File: src/rtl/core/deq_pkg.sv
// Shared types, codes and defaults for the double-ended queue.
`default_nettype none

package deq_pkg;

    // Default geometry
    localparam int DEQ_DEPTH      = 16;
    localparam int DEQ_DATA_WIDTH = 32;

    // Fixed widths of the command and response words
    localparam int OP_W     = 3;
    localparam int VAL_W    = 32;
    localparam int STATUS_W = 2;
    localparam int COUNT_W  = 5;

    // Operation codes
    localparam logic [OP_W-1:0] OP_PUSH_FRONT = 3'd0;
    localparam logic [OP_W-1:0] OP_PUSH_BACK  = 3'd1;
    localparam logic [OP_W-1:0] OP_POP_FRONT  = 3'd2;
    localparam logic [OP_W-1:0] OP_POP_BACK   = 3'd3;
    localparam logic [OP_W-1:0] OP_CLEAR      = 3'd4;
    localparam logic [OP_W-1:0] OP_REPLACE    = 3'd5;

    // Status codes
    localparam logic [STATUS_W-1:0] STAT_OK    = 2'd0;
    localparam logic [STATUS_W-1:0] STAT_EMPTY = 2'd1;
    localparam logic [STATUS_W-1:0] STAT_FULL  = 2'd2;

    // Command word
    typedef struct packed {
        logic [OP_W-1:0]         operation;
        logic signed [VAL_W-1:0] data_in;
    } cmd_t;

    // Response word
    typedef struct packed {
        logic [STATUS_W-1:0]     status;
        logic signed [VAL_W-1:0] front_value;
        logic signed [VAL_W-1:0] back_value;
        logic                    is_empty;
        logic [COUNT_W-1:0]      count_out;
    } rsp_t;

    // Controller to datapath commands
    typedef struct packed {
        logic exec;
        logic read;
    } ctl_t;

endpackage : deq_pkg

`default_nettype wire

File: src/rtl/core/deq_ctrl.sv
// Sequencing controller: execute, read back ends, respond.
`default_nettype none

module deq_ctrl
    import deq_pkg::*;
(
    input  wire logic clk,
    input  wire logic rst_n,
    input  wire logic start,
    output logic      busy,
    output logic      done,
    output ctl_t      ctl
);

    typedef enum logic [2:0] {
        S_IDLE = 3'b001,
        S_READ = 3'b010,
        S_RESP = 3'b100
    } state_t;

    state_t state_reg;
    state_t state_next;

    // Advance through execute, read and respond
    always_comb
    begin
        state_next = state_reg;
        unique case (state_reg)
            S_IDLE:
            begin
                if (start)
                begin
                    state_next = S_READ;
                end
            end
            S_READ:  state_next = S_RESP;
            S_RESP:  state_next = S_IDLE;
            default: state_next = S_IDLE;
        endcase
    end

    always_ff @(posedge clk or negedge rst_n)
    begin
        if (!rst_n)
        begin
            state_reg <= S_IDLE;
        end
        else
        begin
            state_reg <= state_next;
        end
    end

    // Drive commands and handshake
    assign busy     = (state_reg != S_IDLE);
    assign done     = (state_reg == S_RESP);
    assign ctl.exec = (state_reg == S_IDLE) && start;
    assign ctl.read = (state_reg == S_READ);

endmodule : deq_ctrl

`default_nettype wire

File: src/rtl/core/deq_dp.sv
// Datapath: ring buffer store, pointers, count and response word.
`default_nettype none

module deq_dp
    import deq_pkg::*;
#(
    parameter int DEPTH      = DEQ_DEPTH,
    parameter int DATA_WIDTH = DEQ_DATA_WIDTH
)
(
    input  wire logic clk,
    input  wire logic rst_n,
    input  wire ctl_t ctl,
    input  wire cmd_t cmd,
    output rsp_t      rsp
);

    localparam int PTR_W = $clog2(DEPTH);
    localparam int CNT_W = $clog2(DEPTH + 1);
    localparam int EXT_W = (DATA_WIDTH > VAL_W) ? DATA_WIDTH : VAL_W;
    localparam logic [PTR_W-1:0] PTR_LAST = PTR_W'(DEPTH - 1);
    localparam logic [CNT_W-1:0] CNT_FULL = CNT_W'(DEPTH);

    logic [DATA_WIDTH-1:0] mem [DEPTH];

    logic [PTR_W-1:0]    head_reg, head_next;
    logic [PTR_W-1:0]    tail_reg, tail_next;
    logic [CNT_W-1:0]    count_reg, count_next;
    logic [STATUS_W-1:0] status_reg, status_next;
    logic [DATA_WIDTH-1:0] front_reg, back_reg;

    logic [PTR_W-1:0] head_inc, head_dec, tail_inc, tail_dec;
    logic             full, empty;
    logic             wr_en;
    logic [PTR_W-1:0] wr_addr;
    logic signed [EXT_W-1:0]      din_ext;
    logic [DATA_WIDTH-1:0]        wr_data;
    logic signed [DATA_WIDTH-1:0] front_s, back_s;
    logic signed [EXT_W-1:0]      front_ext, back_ext;
    logic                         rsp_empty;

    // Wrap pointers at the ring depth
    assign head_inc = (head_reg == PTR_LAST) ? '0 : head_reg + 1'b1;
    assign head_dec = (head_reg == '0) ? PTR_LAST : head_reg - 1'b1;
    assign tail_inc = (tail_reg == PTR_LAST) ? '0 : tail_reg + 1'b1;
    assign tail_dec = (tail_reg == '0) ? PTR_LAST : tail_reg - 1'b1;

    assign full  = (count_reg == CNT_FULL);
    assign empty = (count_reg == '0);

    // Keep the low bits of the sign-extended input value
    assign din_ext = EXT_W'(cmd.data_in);
    assign wr_data = din_ext[DATA_WIDTH-1:0];

    // Decode the operation into pointer, count and store updates
    always_comb
    begin
        head_next   = head_reg;
        tail_next   = tail_reg;
        count_next  = count_reg;
        status_next = STAT_OK;
        wr_en       = 1'b0;
        wr_addr     = tail_reg;
        unique case (cmd.operation)
            OP_PUSH_FRONT:
            begin
                if (full)
                begin
                    status_next = STAT_FULL;
                end
                else
                begin
                    head_next  = head_dec;
                    wr_addr    = head_dec;
                    wr_en      = 1'b1;
                    count_next = count_reg + 1'b1;
                end
            end
            OP_PUSH_BACK:
            begin
                if (full)
                begin
                    status_next = STAT_FULL;
                end
                else
                begin
                    tail_next  = tail_inc;
                    wr_en      = 1'b1;
                    count_next = count_reg + 1'b1;
                end
            end
            OP_POP_FRONT:
            begin
                if (empty)
                begin
                    status_next = STAT_EMPTY;
                end
                else
                begin
                    head_next  = head_inc;
                    count_next = count_reg - 1'b1;
                end
            end
            OP_POP_BACK:
            begin
                if (empty)
                begin
                    status_next = STAT_EMPTY;
                end
                else
                begin
                    tail_next  = tail_dec;
                    count_next = count_reg - 1'b1;
                end
            end
            OP_CLEAR:
            begin
                head_next  = '0;
                tail_next  = '0;
                count_next = '0;
            end
            OP_REPLACE:
            begin
                // Push always lands: a full ring frees a slot by the pop
                tail_next = tail_inc;
                wr_en     = 1'b1;
                if (empty)
                begin
                    status_next = STAT_EMPTY;
                    count_next  = count_reg + 1'b1;
                end
                else
                begin
                    head_next = head_inc;
                end
            end
            default:
            begin
                status_next = STAT_OK;
            end
        endcase
    end

    // Hold pointers, count and status between operations
    always_ff @(posedge clk or negedge rst_n)
    begin
        if (!rst_n)
        begin
            head_reg   <= '0;
            tail_reg   <= '0;
            count_reg  <= '0;
            status_reg <= STAT_OK;
        end
        else if (ctl.exec)
        begin
            head_reg   <= head_next;
            tail_reg   <= tail_next;
            count_reg  <= count_next;
            status_reg <= status_next;
        end
    end

    // Write the pushed word
    always_ff @(posedge clk)
    begin
        if (ctl.exec && wr_en)
        begin
            mem[wr_addr] <= wr_data;
        end
    end

    // Read front and back words after the pointers settle
    always_ff @(posedge clk)
    begin
        if (ctl.read)
        begin
            front_reg <= mem[head_reg];
            back_reg  <= mem[tail_dec];
        end
    end

    // Sign-extend stored words and zero them when the ring is empty
    assign front_s   = front_reg;
    assign back_s    = back_reg;
    assign front_ext = EXT_W'(front_s);
    assign back_ext  = EXT_W'(back_s);
    assign rsp_empty = (count_reg == '0);

    assign rsp.status      = status_reg;
    assign rsp.front_value = rsp_empty ? '0 : front_ext[VAL_W-1:0];
    assign rsp.back_value  = rsp_empty ? '0 : back_ext[VAL_W-1:0];
    assign rsp.is_empty    = rsp_empty;
    assign rsp.count_out   = COUNT_W'(count_reg);

endmodule : deq_dp

`default_nettype wire

File: src/rtl/core/double_ended_queue.sv
// After start is taken, the store's registered read of the front and back
// entries follows the pointer update in the read state, and done strobes the
// response word in the respond state. No new operation is taken until idle.
// The receiver cannot stall; each response is shown for exactly one cycle.
// Reset clears pointers, count and controller state; the store is not cleared.
`default_nettype none

module double_ended_queue
    import deq_pkg::*;
#(
    parameter int DEPTH      = DEQ_DEPTH,
    parameter int DATA_WIDTH = DEQ_DATA_WIDTH
)
(
    input  wire logic clk,
    input  wire logic rst_n,
    input  wire logic start,
    output logic      busy,
    input  wire cmd_t cmd,
    output logic      done,
    output rsp_t      rsp
);

    ctl_t ctl;

    // Sequence each operation
    deq_ctrl u_ctrl (
        .clk   (clk),
        .rst_n (rst_n),
        .start (start),
        .busy  (busy),
        .done  (done),
        .ctl   (ctl)
    );

    // Store and pointer datapath
    deq_dp #(
        .DEPTH      (DEPTH),
        .DATA_WIDTH (DATA_WIDTH)
    ) u_dp (
        .clk   (clk),
        .rst_n (rst_n),
        .ctl   (ctl),
        .cmd   (cmd),
        .rsp   (rsp)
    );

endmodule : double_ended_queue

`default_nettype wire

File: config.mk
export PLATFORM = sky130hd
export DESIGN_NAME = double_ended_queue
export DESIGN_NICKNAME = d
export VERILOG_FILES = /design/src/rtl/core/deq_pkg.sv /design/src/rtl/core/deq_ctrl.sv /design/src/rtl/core/deq_dp.sv /design/src/rtl/core/double_ended_queue.sv
export SDC_FILE = /design/constraint.sdc
export NUM_CORES = 1
export LEC_CHECK = 0
export BUFFER_PORTS_ARGS = -buffer_cell sky130_fd_sc_hd__buf_2
export CORE_UTILIZATION = 40
export CTS_CLUSTER_DIAMETER = 30
export DETAILED_ROUTE_END_ITERATION = 10
export PLACE_DENSITY = 0.55
export SYNTH_ARGS = -nofsm -noshare
export SYNTH_HDL_FRONTEND = slang
export SYNTH_HIERARCHICAL = 1
export SYNTH_SLANG_ARGS = --single-unit
export TNS_END_PERCENT = 20
File: constraint.sdc
create_clock -name clk -period 4.1 [get_ports clk]
set_input_delay 0.82 -clock clk [delete_from_list [all_inputs] [get_ports clk]]
set_output_delay 0.82 -clock clk [all_outputs]
set_load 0.03 [all_outputs]
==> results.txt <==
Status -> finished clean
Fin. max-slew vios -> 0
P_int -> 19000 uW
Total power -> 28200 uW
Clk_lat worst skew -> 0.70 ns
# port buffers -> 111
# resized after CTS -> 0
Clock sink total -> 594
Number of buffers created by CTS -> 132
Clock group share of total power -> 0.381
Slowest stage delay, CP -> 0.74 ns
Share of the synthesized area in the top cell type -> 0.640
YS warnings -> 6
Average cell area after synthesis -> 20.1 sq um
Most frequent cells after synthesis -> edfxtp_1, mux4_2, nand2_1, nor2b_1, clkbuf_1
Sequential Power Share -> 0.270
Endpoints failing setup -> 0
Placer's final routability congestion estimate -> 0.769
Cell Area, Synth -> 27000 sq um
Antenna violations before repair -> 3
DP HPWL -> 42700 microns
Most flops, register -> u_dp/mem
Area contributors post-synth -> edfxtp_1, mux4_2, nor2b_1, dfrtp_1, a222oi_1
Post-DR vias/cell -> 6.00
Hold WS -> 0.0831 ns
Switching Share -> 0.327
Logic pwr share -> 0.349
DRT antenna net count -> 0
Setup TNS -> 0 ns
Crit-path cells -> or4_1 -> nor2_4 -> buf_4 -> nor2b_1 -> buf_2
DIE HEIGHT -> 262 microns
Crit path capture type -> output pin
PwrDens -> 838 nW/um^2
DRT Pass-1 Iters -> 5
Cell Rows -> 94
DR DRC count -> 0
Crit path buffers/inverters -> 2
Fin crit share -> 0.888
Ys async rst share -> 0.0303
Ratio of cells with drive above 1 in the final layout -> 0.436
Worst slew pin tran -> 1.09 ns
GR Util All Layers -> 0.219
Final wirelength -> 73100 microns
I/O pin total -> 112
CTS Buffer Depth -> 3
Slew margin rel. -> 0.271
Worst Setup SP -> u_dp/count_reg[0]
CTS Root Buffer Type -> clkbuf_16
Post-route setup slack -> 0.460 ns
Worst r2r src -> u_ctrl/state_reg[0]
Worst Path Arrival -> 2.82 ns
Die width -> 262 microns
Cell with the most instances after synthesis -> edfxtp_1
Hold Path Class -> input pin to asynchronous set/reset pin
CTS hold repair buffers -> 0
Core Region -> 66300 sq um
Die ar. -> 68600 sq um
Place WS -> 0.522 ns
Starting Density -> 0.407
Cells after Synth -> 1343
Dominant synthesized flop cell -> edfxtp_1
Setup bufs post-CTS -> 0
Peak supply drop -> 563 uV
Synthesized flop and latch total -> 594
First-pass GRT wire length -> 107000 microns
Vias in the first global route -> 15889
Final Hold Vio Count -> 0
Layout area overhead -> 24.6%
Worst Skew -> 0.0347 ns
P_sw -> 9240 uW
RSZ-0062 raised after global routing -> false
Sequential element share of the synthesized area -> 0.657
Routed len/inst -> 29.0 microns
Req. time, crit path -> 3.28 ns
Worst Setup Start Kind -> flip-flop
Yosys cell types -> 66
Net Count, Synth -> 1389
# H-tree levels -> 4
Total grt overflow -> 0
Nets@finish -> 1596
Core Util, Final -> 0.508
Crit-path leading delay family -> simple AND/OR/NAND/NOR gates
Path type of the worst setup path -> flip-flop to output pin
Static Leak -> 0.0111 uW
Via Count -> 15156
Max Cap Viol -> 0
Largest area contributor in the netlist -> edfxtp_1
Clock transition at path regs -> 0.05 ns
Final min period -> 3.64 ns
EDFF count, synth -> 576
CP max stage cell -> or4_1
CTS tree -> done
Crit-path max FO -> 37
Fill count -> 5349
FMAX -> 0.275 GHz
Starting DRT DRC Count -> 1464
Pin count of the biggest net entering global routing -> 66
Max reg flops -> 512
==> path summary, 6_finish.rpt <==
check	slack (ns)	depth (start not counted)	end
min in group clk	0.47	2	u_ctrl/state_reg[1]
hold / removal	0.08	1	u_dp/head_reg[3]
setup reg to reg	0.89	7	u_dp/mem[12][15]
setup / recovery	0.46	5	rsp[53]
hold reg to reg	0.53	1	u_ctrl/state_reg[2]
max in group asynchronous	3.65	1	u_ctrl/state_reg[0]
==> final cells by class <==
cell class,instances,area [sq um],share of cell area
clock inverter,96,1170,0.0347
inverter,10,37.5,0.00111
clock buffer,146,3420,0.102
tap,864,1080,0.0321
multi-input combinational,638,8930,0.265
antenna,2,5.00,0.000149
sequential,594,17800,0.528
timing repair buffer,174,1270,0.0376
==> cells by family (layout without fill, tap and decap cells) <==
family                   after synthesis  count (layout)  synth area share
XOR/XNOR                               4               4           0.00130
AO/OA/AOI/OAI                        106             106            0.0322
buffers and inverters                111             426            0.0198
flip-flops                           594             594             0.657
AND/OR/NAND/NOR                      228             228            0.0443
adder cells (fa/ha/maj)                8               8           0.00398
multiplexers                         292             292             0.242
other                                  0               2                 0
==> per-stage QoR <==
stage / instances / area, sq um
4_1_cts: 2522 / 33700
3_5_place_dp: 2280 / 29100
2_1_floorplan: 1343 / 27000
6_report: 2524 / 33700
3_3_place_gp: 2280 / 29100
5_1_grt: 2523 / 33700
==> layer usage <==
metal	global-route usage	part of all wire
met4	0.0751	0.022
met2	0.348	0.49
met1	0.291	0.40
met5	0	0
met3	0.0608	0.083
==> power groups by stage <==
stage                     logic, uW  registers (uW)  clock network [uW]
after global routing          10500            7650               11200
after floorplan                6970            7530                   0
after CTS                      9980            7610               10900
final                          9850            7610               10800
after global placement         9900            7710                   0
after detailed placement       9930            7710                   0
==> worst reg2reg max path, delay by kind of cell (launching register included) <==
kind	cells	cell delay (ns)
and+or+nand+nor	4	1.68
DFF	1	0.56
buffers and inverters	2	0.40
AOI/OAI and AO/OA	1	0.26
==> layout by cell type, fill, tap and decap left out, types with 8 or more instances in the layout <==
cell	n
clkinv_4	11
a21oi_1	10
clkinv_1	13
buf_2	111
clkinv_2	20
buf_4	44
o21ai_0	13
nor2_4	13
nor2_1	13
nand2_1	83
inv_6	10
buf_12	19
clkinvlp_4	14
clkbuf_16	135
nand2b_1	9
nor2b_1	72
a222oi_1	32
nor3_1	8
clkbuf_1	11
bufinv_16	20
edfxtp_1	576
dfrtp_1	14
mux4_2	288
Power figures use the tool's default switching activity.
